### config.mk
export PLATFORM = sky130hd
export DESIGN_NAME = word_substring_replace_core
export DESIGN_NICKNAME = d
export VERILOG_FILES = /design/src/sv/wsr_pkg.sv /design/src/sv/wsr_word_buf.sv /design/src/sv/word_substring_replace_core.sv
export VERILOG_INCLUDE_DIRS = /design/src /design/src/sv
export SDC_FILE = /design/constraint.sdc
export NUM_CORES = 1
export LEC_CHECK = 0
export ABC_CLOCK_PERIOD_IN_PS = 5200
export BUFFER_PORTS_ARGS = -buffer_cell sky130_fd_sc_hd__buf_2
export CAP_MARGIN = 20
export CORE_MARGIN = 4
export CORE_UTILIZATION = 25
export DETAILED_ROUTE_END_ITERATION = 10
export GPL_ROUTABILITY_DRIVEN = 1
export GPL_TIMING_DRIVEN = 0
export SLEW_MARGIN = 20
export SYNTH_ARGS = -nofsm -noshare
export SYNTH_HDL_FRONTEND = slang
export SYNTH_SLANG_ARGS = --single-unit
### constraint.sdc
create_clock -name clock -period 5.2 [get_ports clock]
set_clock_uncertainty 0.2 [all_clocks]
set_input_delay 0 -clock clock [delete_from_list [all_inputs] [get_ports clock]]
set_output_delay 0 -clock clock [all_outputs]
set_load 0.02 [all_outputs]
### src/sv/word_substring_replace_core_assert.svh
// Assertion macros shared by the word substring replace RTL.
`ifndef WORD_SUBSTRING_REPLACE_CORE_ASSERT_SVH
`define WORD_SUBSTRING_REPLACE_CORE_ASSERT_SVH
`ifndef SYNTHESIS
// Clocked property check, switched off during reset
`define WSR_ASSERT(lbl, clk, rst, prop, msg) \
   lbl: assert property (@(posedge clk) disable iff (rst) prop) else $error(msg);
// Condition that must never be seen at a clock edge
`define WSR_NEVER(lbl, clk, rst, cond, msg) \
   `WSR_ASSERT(lbl, clk, rst, !(cond), msg)
`else
`define WSR_ASSERT(lbl, clk, rst, prop, msg)
`define WSR_NEVER(lbl, clk, rst, cond, msg)
`endif
`endif

### src/sv/wsr_pkg.sv
// Types, constants and character helpers for the word substring replace core.
package wsr_pkg;

   localparam int unsigned WORD_MAX_DEF    = 32;
   localparam int unsigned PATTERN_MAX_DEF = 8;
   localparam int unsigned REPL_MAX_DEF    = 8;

   localparam int unsigned CHAR_W    = 8;
   localparam int unsigned CFG_W     = 64;
   localparam int unsigned CFG_LEN_W = 4;
   localparam int unsigned CSR_IDX_W = 3;

   // register indexes on the csr port
   localparam logic [CSR_IDX_W-1:0] REG_PATTERN_BYTES = 3'd0;
   localparam logic [CSR_IDX_W-1:0] REG_PATTERN_LEN   = 3'd1;
   localparam logic [CSR_IDX_W-1:0] REG_REPL_BYTES    = 3'd2;
   localparam logic [CSR_IDX_W-1:0] REG_REPL_LEN      = 3'd3;
   localparam logic [CSR_IDX_W-1:0] REG_IGNORE_CASE   = 3'd4;

   localparam logic [CHAR_W-1:0] NEWLINE_CHAR = 8'h0A;
   localparam logic [CHAR_W-1:0] HYPHEN_CHAR  = 8'h2D;
   localparam logic [CHAR_W-1:0] CASE_OFFSET  = 8'h20;

   typedef logic [CHAR_W-1:0] char_type;

   // letters, digits and hyphen build a word
   function automatic logic is_word_char(input char_type c);
      return ((c >= "0") && (c <= "9")) || ((c >= "A") && (c <= "Z")) ||
             ((c >= "a") && (c <= "z")) || (c == HYPHEN_CHAR);
   endfunction

   // optional fold of upper case letters for comparison
   function automatic char_type fold_char(input char_type c, input logic ignore_case);
      if (ignore_case && (c >= "A") && (c <= "Z")) begin
         return c + CASE_OFFSET;
      end
      return c;
   endfunction

   // byte idx of a packed 64-bit string, first byte lowest
   function automatic char_type packed_byte(input logic [CFG_W-1:0] packed_str,
                                            input logic [2:0] idx);
      return packed_str[idx*CHAR_W +: CHAR_W];
   endfunction

endpackage

### src/sv/wsr_word_buf.sv
// Word buffer: one write port, one read port with registered read data.
module wsr_word_buf
   import wsr_pkg::*;
#(
   parameter int unsigned DEPTH = WORD_MAX_DEF
) (
   input  logic                     clock,
   input  logic                     wr_en,
   input  logic [$clog2(DEPTH)-1:0] wr_addr,
   input  char_type                 wr_data,
   input  logic                     rd_en,
   input  logic [$clog2(DEPTH)-1:0] rd_addr,
   output char_type                 rd_data
);

   char_type mem [DEPTH];
   char_type rd_data_ff;

   always_ff @(posedge clock) begin
      if (wr_en) begin
         mem[wr_addr] <= wr_data;
      end
   end

   // read data holds between reads
   always_ff @(posedge clock) begin
      if (rd_en) begin
         rd_data_ff <= mem[rd_addr];
      end
   end

   assign rd_data = rd_data_ff;

endmodule

### src/sv/word_substring_replace_core.sv
// Top level of the word substring find and replace core.
`include "word_substring_replace_core_assert.svh"

// Bytes stream in on req_. Letters, digits and hyphen are stored into the word
// buffer. Any other byte ends the word: a sequencer then walks the candidate
// start positions with a single byte comparator, reading one buffer byte in
// S_FETCH and comparing it in S_CMP. On a match the rewritten word is sent as
// rsp_ beats: each stored byte is read from the buffer in S_EMIT and sent from
// S_LOAD, each replacement byte is sent from S_EMIT, and the closing newline
// goes out with rsp_tlast high. A word longer than WORD_MAX bytes is dropped.
// req_tready is high only while the sequencer is idle; the last beat of a word
// may still wait in the output register while the next bytes are taken.
// Configuration is written through csr_; the user must do so only while idle,
// as the block itself does not enforce it.
module word_substring_replace_core
   import wsr_pkg::*;
#(
   parameter int unsigned WORD_MAX        = WORD_MAX_DEF,
   parameter int unsigned PATTERN_MAX     = PATTERN_MAX_DEF,
   parameter int unsigned REPLACEMENT_MAX = REPL_MAX_DEF
) (
   input  logic                 clock,
   input  logic                 reset,
   input  logic                 req_tvalid,
   output logic                 req_tready,
   input  logic [7:0]           req_tdata,   // [7:0] in_char
   output logic                 rsp_tvalid,
   input  logic                 rsp_tready,
   output logic [7:0]           rsp_tdata,   // [7:0] out_char
   output logic                 rsp_tlast,   // last_of_word
   input  logic                 csr_wr_en,
   input  logic [CSR_IDX_W-1:0] csr_index,
   input  logic [CFG_W-1:0]     csr_wdata
);

   localparam int unsigned LEN_W  = $clog2(WORD_MAX + 1);
   localparam int unsigned SUM_W  = LEN_W + 1;
   localparam int unsigned ADDR_W = $clog2(WORD_MAX);
   localparam int unsigned K_W    = (PATTERN_MAX > 1) ? $clog2(PATTERN_MAX) : 1;

   typedef enum logic [2:0] {
      S_IDLE,
      S_FETCH,
      S_CMP,
      S_EMIT,
      S_LOAD
   } state_type;

   typedef enum logic [1:0] {
      SEG_PRE,
      SEG_REP,
      SEG_SUF,
      SEG_NL
   } seg_type;

   // configuration registers
   logic [CFG_W-1:0]     pat_bytes_ff;
   logic [CFG_LEN_W-1:0] pat_len_ff;
   logic [CFG_W-1:0]     rep_bytes_ff;
   logic [CFG_LEN_W-1:0] rep_len_ff;
   logic                 ign_case_ff;

   // sequencer state
   state_type        state_ff, state_in;
   seg_type          seg_ff, seg_in;
   logic [LEN_W-1:0] pos_ff, pos_in;
   logic [K_W-1:0]   k_ff, k_in;
   logic [LEN_W-1:0] idx_ff, idx_in;
   logic [LEN_W-1:0] len_ff, len_in;
   logic             ovf_ff, ovf_in;
   logic             rsp_valid_ff, rsp_valid_in;
   char_type         rsp_data_ff, rsp_data_in;
   logic             rsp_last_ff, rsp_last_in;

   // buffer port
   logic              buf_wr_en;
   logic              buf_rd_en;
   logic [ADDR_W-1:0] buf_rd_addr;
   char_type          buf_rd_data;

   logic [CFG_LEN_W-1:0] plen;
   logic [CFG_LEN_W-1:0] rlen;
   logic [SUM_W-1:0]     pos_end;
   logic [SUM_W-1:0]     k_next;
   logic                 slot_free;
   logic                 in_fire;
   logic                 chars_equal;

   // configuration writes
   always_ff @(posedge clock) begin
      if (reset) begin
         pat_bytes_ff <= '0;
         pat_len_ff   <= CFG_LEN_W'(1);
         rep_bytes_ff <= '0;
         rep_len_ff   <= '0;
         ign_case_ff  <= 1'b0;
      end else if (csr_wr_en) begin
         case (csr_index)
            REG_PATTERN_BYTES: pat_bytes_ff <= csr_wdata;
            REG_PATTERN_LEN:   pat_len_ff   <= csr_wdata[CFG_LEN_W-1:0];
            REG_REPL_BYTES:    rep_bytes_ff <= csr_wdata;
            REG_REPL_LEN:      rep_len_ff   <= csr_wdata[CFG_LEN_W-1:0];
            REG_IGNORE_CASE:   ign_case_ff  <= csr_wdata[0];
            default: ;
         endcase
      end
   end

   // lengths saturate at their maxima
   assign plen = (pat_len_ff > CFG_LEN_W'(PATTERN_MAX)) ? CFG_LEN_W'(PATTERN_MAX) : pat_len_ff;
   assign rlen = (rep_len_ff > CFG_LEN_W'(REPLACEMENT_MAX)) ?
                 CFG_LEN_W'(REPLACEMENT_MAX) : rep_len_ff;

   assign pos_end     = SUM_W'(pos_ff) + SUM_W'(plen);
   assign k_next      = SUM_W'(k_ff) + SUM_W'(1);
   assign slot_free   = !rsp_valid_ff || rsp_tready;
   assign req_tready  = (state_ff == S_IDLE);
   assign in_fire     = req_tvalid && req_tready;
   assign chars_equal = fold_char(buf_rd_data, ign_case_ff) ==
                        fold_char(packed_byte(pat_bytes_ff, 3'(k_ff)), ign_case_ff);

   // sequencer: collect, search, emit
   always_comb begin
      state_in     = state_ff;
      seg_in       = seg_ff;
      pos_in       = pos_ff;
      k_in         = k_ff;
      idx_in       = idx_ff;
      len_in       = len_ff;
      ovf_in       = ovf_ff;
      rsp_valid_in = rsp_valid_ff && !rsp_tready;
      rsp_data_in  = rsp_data_ff;
      rsp_last_in  = rsp_last_ff;
      buf_wr_en    = 1'b0;
      buf_rd_en    = 1'b0;
      buf_rd_addr  = ADDR_W'(idx_ff);

      case (state_ff)
         S_IDLE: begin
            if (in_fire) begin
               if (is_word_char(req_tdata)) begin
                  if (len_ff < LEN_W'(WORD_MAX)) begin
                     buf_wr_en = 1'b1;
                     len_in    = len_ff + LEN_W'(1);
                  end else begin
                     ovf_in = 1'b1;
                  end
               end else if (ovf_ff || (plen == '0) ||
                            (SUM_W'(plen) > SUM_W'(len_ff))) begin
                  // nothing can match: drop the word
                  len_in = '0;
                  ovf_in = 1'b0;
               end else begin
                  pos_in   = '0;
                  k_in     = '0;
                  state_in = S_FETCH;
               end
            end
         end

         S_FETCH: begin
            buf_rd_en   = 1'b1;
            buf_rd_addr = ADDR_W'(SUM_W'(pos_ff) + SUM_W'(k_ff));
            state_in    = S_CMP;
         end

         S_CMP: begin
            if (chars_equal) begin
               if (k_next == SUM_W'(plen)) begin
                  seg_in   = SEG_PRE;
                  idx_in   = '0;
                  state_in = S_EMIT;
               end else begin
                  k_in     = K_W'(k_next);
                  state_in = S_FETCH;
               end
            end else if (pos_end == SUM_W'(len_ff)) begin
               // last candidate failed
               len_in   = '0;
               ovf_in   = 1'b0;
               state_in = S_IDLE;
            end else begin
               pos_in   = pos_ff + LEN_W'(1);
               k_in     = '0;
               state_in = S_FETCH;
            end
         end

         S_EMIT: begin
            case (seg_ff)
               SEG_PRE: begin
                  if (idx_ff == pos_ff) begin
                     seg_in = SEG_REP;
                     idx_in = '0;
                  end else begin
                     buf_rd_en = 1'b1;
                     state_in  = S_LOAD;
                  end
               end
               SEG_REP: begin
                  if (SUM_W'(idx_ff) == SUM_W'(rlen)) begin
                     seg_in = SEG_SUF;
                     idx_in = LEN_W'(pos_end);
                  end else if (slot_free) begin
                     rsp_valid_in = 1'b1;
                     rsp_data_in  = packed_byte(rep_bytes_ff, 3'(idx_ff));
                     rsp_last_in  = 1'b0;
                     idx_in       = idx_ff + LEN_W'(1);
                  end
               end
               SEG_SUF: begin
                  if (idx_ff == len_ff) begin
                     seg_in = SEG_NL;
                  end else begin
                     buf_rd_en = 1'b1;
                     state_in  = S_LOAD;
                  end
               end
               SEG_NL: begin
                  if (slot_free) begin
                     rsp_valid_in = 1'b1;
                     rsp_data_in  = NEWLINE_CHAR;
                     rsp_last_in  = 1'b1;
                     len_in       = '0;
                     ovf_in       = 1'b0;
                     state_in     = S_IDLE;
                  end
               end
               default: seg_in = SEG_PRE;
            endcase
         end

         S_LOAD: begin
            if (slot_free) begin
               rsp_valid_in = 1'b1;
               rsp_data_in  = buf_rd_data;
               rsp_last_in  = 1'b0;
               idx_in       = idx_ff + LEN_W'(1);
               state_in     = S_EMIT;
            end
         end

         default: state_in = S_IDLE;
      endcase
   end

   // state and output register
   always_ff @(posedge clock) begin
      if (reset) begin
         state_ff     <= S_IDLE;
         seg_ff       <= SEG_PRE;
         pos_ff       <= '0;
         k_ff         <= '0;
         idx_ff       <= '0;
         len_ff       <= '0;
         ovf_ff       <= 1'b0;
         rsp_valid_ff <= 1'b0;
      end else begin
         state_ff     <= state_in;
         seg_ff       <= seg_in;
         pos_ff       <= pos_in;
         k_ff         <= k_in;
         idx_ff       <= idx_in;
         len_ff       <= len_in;
         ovf_ff       <= ovf_in;
         rsp_valid_ff <= rsp_valid_in;
      end
      rsp_data_ff <= rsp_data_in;
      rsp_last_ff <= rsp_last_in;
   end

   assign rsp_tvalid = rsp_valid_ff;
   assign rsp_tdata  = rsp_data_ff;
   assign rsp_tlast  = rsp_last_ff;

   wsr_word_buf #(
      .DEPTH (WORD_MAX)
   ) u_word_buf (
      .clock   (clock),
      .wr_en   (buf_wr_en),
      .wr_addr (ADDR_W'(len_ff)),
      .wr_data (req_tdata),
      .rd_en   (buf_rd_en),
      .rd_addr (buf_rd_addr),
      .rd_data (buf_rd_data)
   );

   // overflow only once the buffer is full
   `WSR_ASSERT(a_ovf_full, clock, reset, ovf_ff |-> (len_ff == LEN_W'(WORD_MAX)), "overflow below full")
   // every compared candidate lies inside the word
   `WSR_ASSERT(a_cand_inside, clock, reset, (state_ff == S_CMP) |-> (pos_end <= SUM_W'(len_ff)), "candidate past word end")
   // a beat marked last is always the newline
   `WSR_ASSERT(a_last_newline, clock, reset, (rsp_valid_ff && rsp_last_ff) |-> (rsp_data_ff == NEWLINE_CHAR), "last beat not newline")

endmodule
==> results of run 1 <==
-- worst max-delay path: cells and delay by family (launching register included) --
kind            cells  cell delay, ns
flops               1            0.30
compound gates      2            0.31
mux                 3            1.12
buf+inv             4            1.73
simple gates        3            0.76
-- worst max path at each step --
stage	startpoint	to	cells past startpoint
after global routing	state_ff[2]$_SDFFE_PP0P_	u_word_buf.rd_data[1]$_DFFE_PP_	12
final	state_ff[2]$_SDFFE_PP0P_	u_word_buf.rd_data[3]$_DFFE_PP_	12
after global placement	state_ff[2]$_SDFFE_PP0P_	u_word_buf.rd_data[1]$_DFFE_PP_	12
after CTS	state_ff[2]$_SDFFE_PP0P_	u_word_buf.rd_data[1]$_DFFE_PP_	12
after detailed placement	state_ff[2]$_SDFFE_PP0P_	u_word_buf.rd_data[1]$_DFFE_PP_	12
after floorplan	state_ff[2]$_SDFFE_PP0P_	u_word_buf.rd_data[0]$_DFFE_PP_	11
-- registers in the layout (all words and copies together) (netlist names) --
signal	flops
u_word_buf.rd_data	8
rsp_tvalid	1
rep_bytes_ff	64
rep_len_ff	4
len_ff	6
rsp_tdata	8
pat_bytes_ff	64
state_ff	3
k_ff	3
seg_ff	2
pos_ff	6
rsp_tlast	1
pat_len_ff	4
ovf_ff	1
idx_ff	6
u_word_buf.mem	256
ign_case_ff	1
-- timing repair --
item	CTS	global route
setup buffers	0	0
hold buffers	83	0
endpoints found under the hold margin	397	0
-- per-layer routing --
layer	track usage, %	routed length (microns)
met5	0	0
met4	3.74	1680
met3	2.45	3950
met2	21.3	25600
met1	17.1	22900
-- per-stage QoR --
stage | instance area, sq um | worst slack [ns] | total power [W] | utilization [%] | std cells
floorplan | 19300 | 1.54 | 0.00398 | - | 1571
global placement | 21100 | 0.495 | 0.00414 | 27.6 | 2690
detailed placement | 21100 | 0.379 | 0.00415 | 27.6 | 2690
CTS | 23300 | 0.403 | 0.00737 | 30.6 | 2851
global route | 23300 | 0.0572 | 0.00757 | 30.6 | 2852
finish | 23300 | 0.474 | 0.00732 | 30.6 | 2854
-- placed cells by master, fill, tap and decap left out, types with 6 or more instances in the layout --
cell type                       Yosys  final
sky130_fd_sc_hd__nor2_1            85     85
sky130_fd_sc_hd__buf_1             21     20
sky130_fd_sc_hd__o211ai_1          11     11
sky130_fd_sc_hd__a21oi_1          176    176
sky130_fd_sc_hd__nor3_1            16     16
sky130_fd_sc_hd__dlygate4sd3_1      0     83
sky130_fd_sc_hd__xor2_1            14     14
sky130_fd_sc_hd__a211oi_1           7      7
sky130_fd_sc_hd__mux4_2            87     87
sky130_fd_sc_hd__nand3_1           25     25
sky130_fd_sc_hd__or3_1              9      9
sky130_fd_sc_hd__clkbuf_1          71     84
sky130_fd_sc_hd__clkbuf_16          0     44
sky130_fd_sc_hd__edfxtp_1         273    273
sky130_fd_sc_hd__dfxtp_1          165    165
sky130_fd_sc_hd__nand4_1            6      6
sky130_fd_sc_hd__o21ai_0           36     36
sky130_fd_sc_hd__nand2b_1           6      6
sky130_fd_sc_hd__xnor2_1           20     20
sky130_fd_sc_hd__clkinv_1           2     10
sky130_fd_sc_hd__ha_1              24     24
sky130_fd_sc_hd__inv_1             23     23
sky130_fd_sc_hd__mux4_1             8      8
sky130_fd_sc_hd__nor2b_1           14     14
sky130_fd_sc_hd__buf_2              4     93
sky130_fd_sc_hd__nand2_1          312    312
sky130_fd_sc_hd__mux2_2            20     20
sky130_fd_sc_hd__mux2i_1           43     42
-- layout make-up --
type	instances	area [sq um]	share of cell area, %
Tap cell	1030	1290	5.52
Buffer	100	400	1.72
Clock buffer	57	1150	4.93
Multi-Input combinational cell	1008	7330	31.4
Sequential cell	438	11500	49.3
Antenna cell	2	5.00	0.0214
Timing Repair Buffer	173	1290	5.52
Clock inverter	21	279	1.20
Inverter	25	93.8	0.402
-- cells by family (layout without fill, tap and decap cells) --
group           Yosys count  in the layout
fa+ha+maj                26             26
compound gates          288            288
buf+inv                 125            376
flops                   438            438
mux                     161            161
xor+xnor                 36             36
other cells               0              2
simple gates            497            497
-- report_power, final --
group | switching [W] | internal, W | total, W
clock | 0.00137 | 0.00182 | 0.00319
combinational | 0.000244 | 0.000141 | 0.000385
sequential | 0.0000232 | 0.00372 | 0.00374
==> results.cfg, run 1 <==
[run_status]
run_status = finished, final reports clean

[min_path]
whs_endpoint = rep_bytes_ff[28]$_SDFFE_PP0P_
hold_start = csr_wdata[28]
min_delay_path_depth = 4
hp-class = in2reg

[power]
p_leak_nw = 7.82
power_density_mw_per_mm2 = 314
vdd_drop_max_uv = 205

[synth]
syn_avg_cell_area_sq_um = 12.3
synth_top_cells_by_area = sky130_fd_sc_hd__edfxtp_1 (42%), sky130_fd_sc_hd__dfxtp_1 (17%), sky130_fd_sc_hd__mux4_2 (10%), sky130_fd_sc_hd__nand2_1 (6.1%), sky130_fd_sc_hd__a21oi_1 (4.6%)
netlist.top_cell.by_area = sky130_fd_sc_hd__edfxtp_1
synth_enable_flop_cells = 273
synth-compound-area-share_pct = 8.64
synthXorXnorAreaFrac_pct = 1.77
synthMostInstantiatedCell = sky130_fd_sc_hd__nand2_1
synth_adder_area_share_pct = 1.76
synth.cell_area_sq_mm = 0.0193
synth.top_cell.area_share_pct = 42.4
synth_seq_cells = 438
postSynthCellCount = 1571
async_flop_share_pct = 0
synth_top_family_by_area = multiplexers
synth.cells.most_frequent = sky130_fd_sc_hd__nand2_1 (312), sky130_fd_sc_hd__edfxtp_1 (273), sky130_fd_sc_hd__a21oi_1 (176), sky130_fd_sc_hd__dfxtp_1 (165), sky130_fd_sc_hd__mux4_2 (87)
synth.area.mux_share_pct = 14.9
synth_ff_type = sky130_fd_sc_hd__edfxtp_1
postSynthNetCount = 1677
post_synth_and_or_nand_nor_area_fraction_pct = 10.8
yosys_warnings = 0
post_synth_num_cell_types = 71
seq_total_area_yosys_pct = 59.5

[placed_design]
place.port_buffers = 89
dpl.hpwl_mm = 38.9
gp_congestion = 0.926

[sta]
fin_setup_tns_ns = 0
period_minus_slack_ns = 4.73
rsz0062_at_grt = no
timing.hold.ws_ns = 0.0511
final_hold_viol_count = 0
maxSlewViolCount = 0
timing.fmax_ghz = 0.212
timing.final.crit_share_pct = 90.9
maxSlewHeadroom_pct = 27.4
timing_worst_slew_pin_value_ns = 1.08
setup-violations-final = 0

[floorplan]
die_area_sq_mm = 0.0818
core_area_sq_mm = 0.0763
floorplan.initialDensity_pct = 25.3
dieWidth_microns = 286
placement_rows = 101
die_y_microns = 286
boundaryPins = 91

[clocking]
post_cts_resized = 0
clk_pin_slew_ns = 0.06
cts.sink_count = 438
numCtsBuffers = 44
clkLatencyLatePin_ns = 0.57
cts_tree = built
clock_tree.root_cell = sky130_fd_sc_hd__clkbuf_16
cts.htree.levels = 2
clock_tree.buffer_depth = 3

[routing]
drc_errors = 0
first_pass_iteration_count_of_the_detailed_router = 5
via_per_inst = 4.77
route.antenna.remaining_nets = 0
postRouteWirelength_mm = 54.2
initialDrtViolationCount = 1249
detail_route.wl_per_cell_microns = 19.0
route.vias.total = 13600

[worst_setup_path]
worst-path-max-fanout = 10
crit_path_start_kind = flip-flop
timing.critical_path.to_type = flip-flop
critical_path.reg2reg.startpoint = state_ff[2]$_SDFFE_PP0P_
r2r-end = u_word_buf.rd_data[3]$_DFFE_PP_
crit_chain = buf_2 -> inv_1 -> nand2_1 -> nor2_1 -> mux2i_1 -> buf_1 -> buf_1 -> mux4_2 -> mux2i_1 -> nand2_1 -> o211ai_1 -> o21ai_0
worstPathArrival_ns = 4.78
ff2ff_path_depth = 12
required_ns = 5.25
timing.setup.critical_path_class = reg2reg
critPathMaxStageDelay_ns = 0.74
critical_path_cell_with_the_highest_stage_delay = sky130_fd_sc_hd__buf_1
setup.reg_to_reg.worst_slack_ns = 0.47

[finish]
fillCellCount = 7657
drive_above_1_share_pct = 15.1
design.final.nets = 1896
synthToLayoutAreaGrowth_pct = 20.8

[grt]
number_of_antenna_violations_at_the_first_check_in_global_routing = 1
pin_count_of_the_biggest_net_entering_global_routing = 37
grt.overflow.total = 0
global_route.usage.total_pct = 12.8
number_of_global_route_vias_before_repair = 13600
grt_pass1_wl_mm = 81.9

[flow_run]
drv.max_cap_violation_count = 0
Power figures use the tool's default switching activity.
==> run 2: changes to the inputs <==
--- a/config.mk
+++ b/config.mk
@@ -10,10 +10,11 @@
 export BUFFER_PORTS_ARGS = -buffer_cell sky130_fd_sc_hd__buf_2
 export CAP_MARGIN = 20
 export CORE_MARGIN = 4
-export CORE_UTILIZATION = 25
+export CORE_UTILIZATION = 55
 export DETAILED_ROUTE_END_ITERATION = 10
 export GPL_ROUTABILITY_DRIVEN = 1
 export GPL_TIMING_DRIVEN = 0
+export PLACE_DENSITY = 0.73
 export SLEW_MARGIN = 20
 export SYNTH_ARGS = -nofsm -noshare
 export SYNTH_HDL_FRONTEND = slang
==> run 2 against run 1 <==
Sequential power is essentially flat. Die area decreased by 53%. Via count increased by 0.62%. Flip-flop and latch count is the same. Core utilization increased by 35 points. Cell area is 3.3% lower. Clock power barely moved. Combinational power decreased by 3%. Maximum frequency increased by 2.2%.
==> results.cfg, run 2 (synthesis results as in run 1) <==
[grt]
grt_pass1_wl_mm = 79.5
number_of_antenna_violations_at_the_first_check_in_global_routing = 0
grt.overflow.total = 0
global_route.usage.total_pct = 26.6
number_of_global_route_vias_before_repair = 14000
pin_count_of_the_biggest_net_entering_global_routing = 37

[power]
switch_share_pct = 21.9
power.sequential.fraction_pct = 51.3
vdd_drop_max_uv = 329
power_density_mw_per_mm2 = 323
power_frac_comb_pct = 5.1
clock_power_share_pct = 43.6
p_leak_nw = 7.81
cell_internal_pwr_w = 0.00570
switching_power_w = 0.00160
total_power_w = 0.00730

[floorplan]
core_area_sq_mm = 0.0346
dieWidth_microns = 195
die_y_microns = 195
placement_rows = 68
boundaryPins = 91
floorplan.initialDensity_pct = 55.8
die_area_sq_mm = 0.0382

[worst_setup_path]
worst-path-max-fanout = 10
crit_path_start_kind = flip-flop
worstPathArrival_ns = 4.71
timing.critical_path.to_type = flip-flop
timing.setup.critical_path_class = reg2reg
required_ns = 5.28
ff2ff_path_depth = 12

[finish]
fillCellCount = 2533
num_antenna_cells = 0
largest_register_ffs = 256
top_register = u_word_buf.mem
final_util_pct = 65.2
most_frequent_standard_cell_in_the_layout_excluding_fill_and_tap_cells = sky130_fd_sc_hd__nand2_1
multi_input_area_sq_mm = 0.00733
design.final.nets = 1892
register_area_sq_mm = 0.0115
final_design_area_no_fill_sq_mm = 0.0226
drive_above_1_share_pct = 15.4
reg_top3 = u_word_buf.mem x256, pat_bytes_ff x64, rep_bytes_ff x64
synthToLayoutAreaGrowth_pct = 16.8
finish.cell_count_without_fillers = 2276
most-common-layout-cells = sky130_fd_sc_hd__nand2_1 (312), sky130_fd_sc_hd__edfxtp_1 (273), sky130_fd_sc_hd__a21oi_1 (176)

[routing]
route.vias.total = 13700
route.antenna.remaining_nets = 0
detail_route.wl_per_cell_microns = 22.7
first_pass_iteration_count_of_the_detailed_router = 6
initialDrtViolationCount = 1294
postRouteWirelength_mm = 51.7
via_per_inst = 6.02
drc_errors = 0

[clocking]
numCtsBuffers = 44
clock_tree.root_cell = sky130_fd_sc_hd__clkbuf_16
clk_pin_slew_ns = 0.06
clock_tree.buffer_depth = 3
cts.htree.levels = 2
cts_setup_buffers = 0
clkLatencyLatePin_ns = 0.56
cts.sink_count = 438
cts_tree = built

[placed_design]
gp_congestion = 0.895
dpl.cell_count = 2115
place.port_buffers = 89
placed_area_sq_mm = 0.0203
dpl.hpwl_mm = 34.4

[sta]
maxSlewViolCount = 0
maxSlewHeadroom_pct = 23.3
setup-violations-final = 0
rsz0062_at_grt = no
fin_setup_tns_ns = 0
period_minus_slack_ns = 4.62
timing_worst_slew_pin_value_ns = 1.15
final_hold_viol_count = 0
timing.fmax_ghz = 0.216
timing.final.crit_share_pct = 88.9

[run_status]
run_status = finished, final reports clean

[min_path]
hp-class = in2reg
min_delay_path_depth = 4

[flow_run]
drv.max_cap_violation_count = 0
run 2: area by class of cell:
cell class / instances / share of cell area (%)
clock inverter: 27 / 1.21
clock buffer: 54 / 5.13
inverter: 25 / 0.416
sequential: 438 / 50.9
multi-input combinational: 1008 / 32.5
timing repair buffer: 169 / 5.52
tap: 455 / 2.52
buffer: 100 / 1.77
run 2: routing by layer:
| layer | share of wire (%) | vias to the layer above | global-route usage [%] |
|---|---|---|---|
| met2 | 49 | 668 | 45.3 |
| met3 | 7.4 | 147 | 4.11 |
| met5 | 0 | - | 0 |
| met4 | 4.2 | 0 | 10.7 |
| met1 | 39 | 6674 | 34.5 |
| li1 | - | 6210 | - |
run 2: final timing paths:
check / from / to / slack [ns]
max: state_ff[2]$_SDFFE_PP0P_ / u_word_buf.rd_data[6]$_DFFE_PP_ / 0.58
min: csr_wdata[52] / rep_bytes_ff[52]$_SDFFE_PP0P_ / 0.05
max reg2reg: state_ff[2]$_SDFFE_PP0P_ / u_word_buf.rd_data[6]$_DFFE_PP_ / 0.58
min reg2reg: pat_bytes_ff[31]$_SDFFE_PP0P_ / pat_bytes_ff[31]$_SDFFE_PP0P_ / 0.25
run 2: power groups by stage:
stage	Combinational (W)	Sequential, W	Clock (W)
detailed placement	0.000313	0.00382	0
CTS	0.000362	0.00374	0.00322
global placement	0.000303	0.00382	0
global route	0.000401	0.00375	0.00336
floorplan	0.000170	0.00381	0
finish	0.000372	0.00374	0.00318
run 2: worst max-delay path, cell delays in order, from the launching register on:
cell,delay [ns]
sky130_fd_sc_hd__dfxtp_1,0.30
sky130_fd_sc_hd__buf_2,0.17
sky130_fd_sc_hd__inv_1,0.17
sky130_fd_sc_hd__nand2_1,0.11
sky130_fd_sc_hd__nor2_1,0.47
sky130_fd_sc_hd__mux2i_1,0.25
sky130_fd_sc_hd__buf_1,0.65
sky130_fd_sc_hd__buf_1,0.70
sky130_fd_sc_hd__mux4_2,0.63
sky130_fd_sc_hd__mux2i_1,0.34
sky130_fd_sc_hd__nand2_1,0.13
sky130_fd_sc_hd__o211ai_1,0.11
sky130_fd_sc_hd__o21ai_0,0.11
run 2: metrics by stage:
stage / setup WS [ns] / hold WS (ns)
CTS: 0.547 / 0.0292
floorplan: 1.54 / -0.101
finish: 0.578 / 0.0523
global route: 0.254 / 0.0377
global placement: 0.646 / 0.0599
detailed placement: 0.539 / 0.0657
run 2: what timing repair did:
action / CTS / global route
hold endpoints to repair: 400 / 0
resized for setup: 0 / 0
endpoints found under the setup margin: 0 / 0
hold buffers: 80 / 0
==> run 3: changes to the inputs <==
--- a/config.mk
+++ b/config.mk
@@ -6,15 +6,17 @@
 export SDC_FILE = /design/constraint.sdc
 export NUM_CORES = 1
 export LEC_CHECK = 0
+export ABC_AREA = 1
 export ABC_CLOCK_PERIOD_IN_PS = 5200
 export BUFFER_PORTS_ARGS = -buffer_cell sky130_fd_sc_hd__buf_2
 export CAP_MARGIN = 20
 export CORE_MARGIN = 4
-export CORE_UTILIZATION = 55
+export CORE_UTILIZATION = 59
 export DETAILED_ROUTE_END_ITERATION = 10
 export GPL_ROUTABILITY_DRIVEN = 1
 export GPL_TIMING_DRIVEN = 0
-export PLACE_DENSITY = 0.73
+export PLACE_DENSITY = 0.77
+export REMOVE_ABC_BUFFERS = 1
 export SLEW_MARGIN = 20
 export SYNTH_ARGS = -nofsm -noshare
 export SYNTH_HDL_FRONTEND = slang
==> run 3 against run 2 <==
Hold slack lost 0.030 ns. Combinational power grew to 6.1 times the previous value. Die area shrank 4.6%. Power grew 29%. Sequential power grew 7.0%. Highest routed layer unchanged.
==> results.cfg, run 3 <==
[synth]
synth.top_cell.area_share_pct = 41.5
synth_seq_cells = 438
syn_avg_cell_area_sq_um = 9.20
post_synth_num_cell_types = 44
synth_top_cells_by_area = sky130_fd_sc_hd__edfxtp_1 (42%), sky130_fd_sc_hd__dfxtp_1 (17%), sky130_fd_sc_hd__o21ai_0 (8.0%), sky130_fd_sc_hd__nor2_1 (7.8%), sky130_fd_sc_hd__nand2_1 (4.2%)
seq_total_area_yosys_pct = 58.3
synth.cell_area_sq_mm = 0.0197
synth.cells.most_frequent = sky130_fd_sc_hd__nor2_1 (408), sky130_fd_sc_hd__o21ai_0 (317), sky130_fd_sc_hd__edfxtp_1 (273), sky130_fd_sc_hd__nand2_1 (223), sky130_fd_sc_hd__dfxtp_1 (165)
synth_enable_flop_cells = 273
postSynthCellCount = 2146
async_flop_share_pct = 0
synth_ff_type = sky130_fd_sc_hd__edfxtp_1
yosys_warnings = 0
netlist.top_cell.by_area = sky130_fd_sc_hd__edfxtp_1
synthMostInstantiatedCell = sky130_fd_sc_hd__nor2_1

[finish]
finish.cell_count_without_fillers = 2757
design.final.nets = 2382
most_frequent_standard_cell_in_the_layout_excluding_fill_and_tap_cells = sky130_fd_sc_hd__nor2_1
top_register = u_word_buf.mem
drive_above_1_share_pct = 9.68
reg_top3 = u_word_buf.mem x256, pat_bytes_ff x64, rep_bytes_ff x64
synthToLayoutAreaGrowth_pct = 17.1
largest_register_ffs = 256
most-common-layout-cells = sky130_fd_sc_hd__nor2_1 (408), sky130_fd_sc_hd__o21ai_0 (315), sky130_fd_sc_hd__edfxtp_1 (273)
final_design_area_no_fill_sq_mm = 0.0231

[routing]
detail_route.wl_per_cell_microns = 19.4
route.antenna.remaining_nets = 0
drc_errors = 0
postRouteWirelength_mm = 53.6
initialDrtViolationCount = 1713
via_per_inst = 5.97
first_pass_iteration_count_of_the_detailed_router = 7
route.vias.total = 16500

[grt]
pin_count_of_the_biggest_net_entering_global_routing = 126
number_of_antenna_violations_at_the_first_check_in_global_routing = 0
global_route.usage.total_pct = 28.6
grt.overflow.total = 0
number_of_global_route_vias_before_repair = 15900
grt_pass1_wl_mm = 83.3

[clocking]
numCtsBuffers = 46
cts.sink_count = 438
clock_tree.root_cell = sky130_fd_sc_hd__clkbuf_16
cts_setup_buffers = 0
clock_tree.buffer_depth = 3
post_cts_resized = 0
clkLatencyLatePin_ns = 0.57
clk_pin_slew_ns = 0.06
cts.htree.levels = 2
cts_tree = built

[sta]
maxSlewViolCount = 0
maxSlewHeadroom_pct = 27.6
timing.final.crit_share_pct = 80.0
setup-violations-final = 0
timing.fmax_ghz = 0.240
rsz0062_at_grt = no
timing.hold.ws_ns = 0.0225
period_minus_slack_ns = 4.16
timing_worst_slew_pin_value_ns = 1.08
final_hold_viol_count = 0

[worst_setup_path]
crit_path_start_kind = flip-flop
worst-path-max-fanout = 19
timing.critical_path.to_type = flip-flop
required_ns = 5.35
timing.setup.critical_path_class = reg2reg
worstPathArrival_ns = 4.31

[run_status]
run_status = finished, final reports clean

[floorplan]
core_area_sq_mm = 0.0328
die_area_sq_mm = 0.0364
floorplan.initialDensity_pct = 60.2
boundaryPins = 91
placement_rows = 66
die_y_microns = 191
dieWidth_microns = 191

[placed_design]
place.port_buffers = 90
dpl.hpwl_mm = 31.7
dpl.cell_count = 2573
gp_congestion = 0.907
placed_area_sq_mm = 0.0207

[power]
power_density_mw_per_mm2 = 409
p_leak_nw = 8.78
vdd_drop_max_uv = 368

[min_path]
hp-class = in2reg

[flow_run]
drv.max_cap_violation_count = 0
==> run 3: cell type report <==
class / count / area [sq um]
Inverter: 163 / 627
Multi-Input combinational cell: 1422 / 7160
Sequential cell: 438 / 11500
Clock buffer: 57 / 1210
Tap cell: 442 / 553
Fill cell: 2341 / 9670
Timing Repair Buffer: 205 / 1800
Antenna cell: 1 / 2.50
Clock inverter: 29 / 254
==> run 3: cells by family (layout without fill, tap and decap cells) <==
| group | Yosys count | in the layout | share of synthesized area, % |
|---|---|---|---|
| fa+ha+maj | 26 | 26 | 1.72 |
| xor+xnor | 27 | 27 | 1.20 |
| compound gates | 560 | 560 | 15.9 |
| flops | 438 | 438 | 58.3 |
| other cells | 0 | 1 | 0 |
| simple gates | 809 | 809 | 17.2 |
| buf+inv | 286 | 454 | 5.73 |
==> run 3: final timing paths <==
| kind | startpoint | to | slack (ns) | cells past startpoint |
|---|---|---|---|---|
| worst max-delay path | k_ff[2]$_SDFFE_PP0P_ | u_word_buf.rd_data[5]$_DFFE_PP_ | 1.04 | 11 |
| worst max register to register | k_ff[2]$_SDFFE_PP0P_ | u_word_buf.rd_data[5]$_DFFE_PP_ | 1.04 | 11 |
| worst min register to register | rep_bytes_ff[51]$_SDFFE_PP0P_ | rep_bytes_ff[51]$_SDFFE_PP0P_ | 0.25 | 2 |
| worst min-delay path | csr_wdata[28] | rep_bytes_ff[28]$_SDFFE_PP0P_ | 0.02 | 4 |
==> run 3: power breakdown <==
group | total (W) | leakage, nW | switching, W | internal [W]
logic | 0.00226 | 4.29 | 0.00151 | 0.000743
registers | 0.00400 | 3.80 | 0.000153 | 0.00385
clock network | 0.00318 | 0.694 | 0.00137 | 0.00182
==> run 3: critical path, cell delays in order, from the launching register on <==
cell,delay (ns)
sky130_fd_sc_hd__dfxtp_1,0.97
sky130_fd_sc_hd__ha_1,0.42
sky130_fd_sc_hd__nand3_1,0.09
sky130_fd_sc_hd__nand3_1,0.08
sky130_fd_sc_hd__xor2_1,0.14
sky130_fd_sc_hd__nand2_1,0.07
sky130_fd_sc_hd__nand2_1,0.51
sky130_fd_sc_hd__inv_1,0.77
sky130_fd_sc_hd__o211ai_1,0.18
sky130_fd_sc_hd__nand2_1,0.16
sky130_fd_sc_hd__nor2_1,0.06
sky130_fd_sc_hd__a31oi_1,0.29
==> run 3: metal layers <==
metal | global-route usage, % | vias to the layer above | routed length [microns] | share of wire (%)
met3 | 4.55 | 143 | 4460 | 8.3
met2 | 49.0 | 831 | 26000 | 48
met5 | 0 | - | 0 | 0
li1 | - | 7703 | - | -
met4 | 11.3 | 0 | 1980 | 3.7
met1 | 36.6 | 7779 | 21200 | 40
==> run 3: metrics by stage <==
stage          setup WS [ns]  util [%]  setup TNS, ns  power, W
2_1_floorplan          -7.40         -         -59.18   0.00542
3_3_place_gp          -17.29      61.7        -362.50   0.00607
3_5_place_dp            1.15      63.1              0   0.00622
4_1_cts                 1.16      70.5              0   0.00942
5_1_grt                0.776      70.5              0   0.00985
6_report                1.04      70.5              0   0.00944
==> run 3: what timing repair did <==
item | in CTS | in global routing
hold buffers | 97 | 0
endpoints found under the hold margin | 412 | 0
setup endpoints to repair | 0 | 0
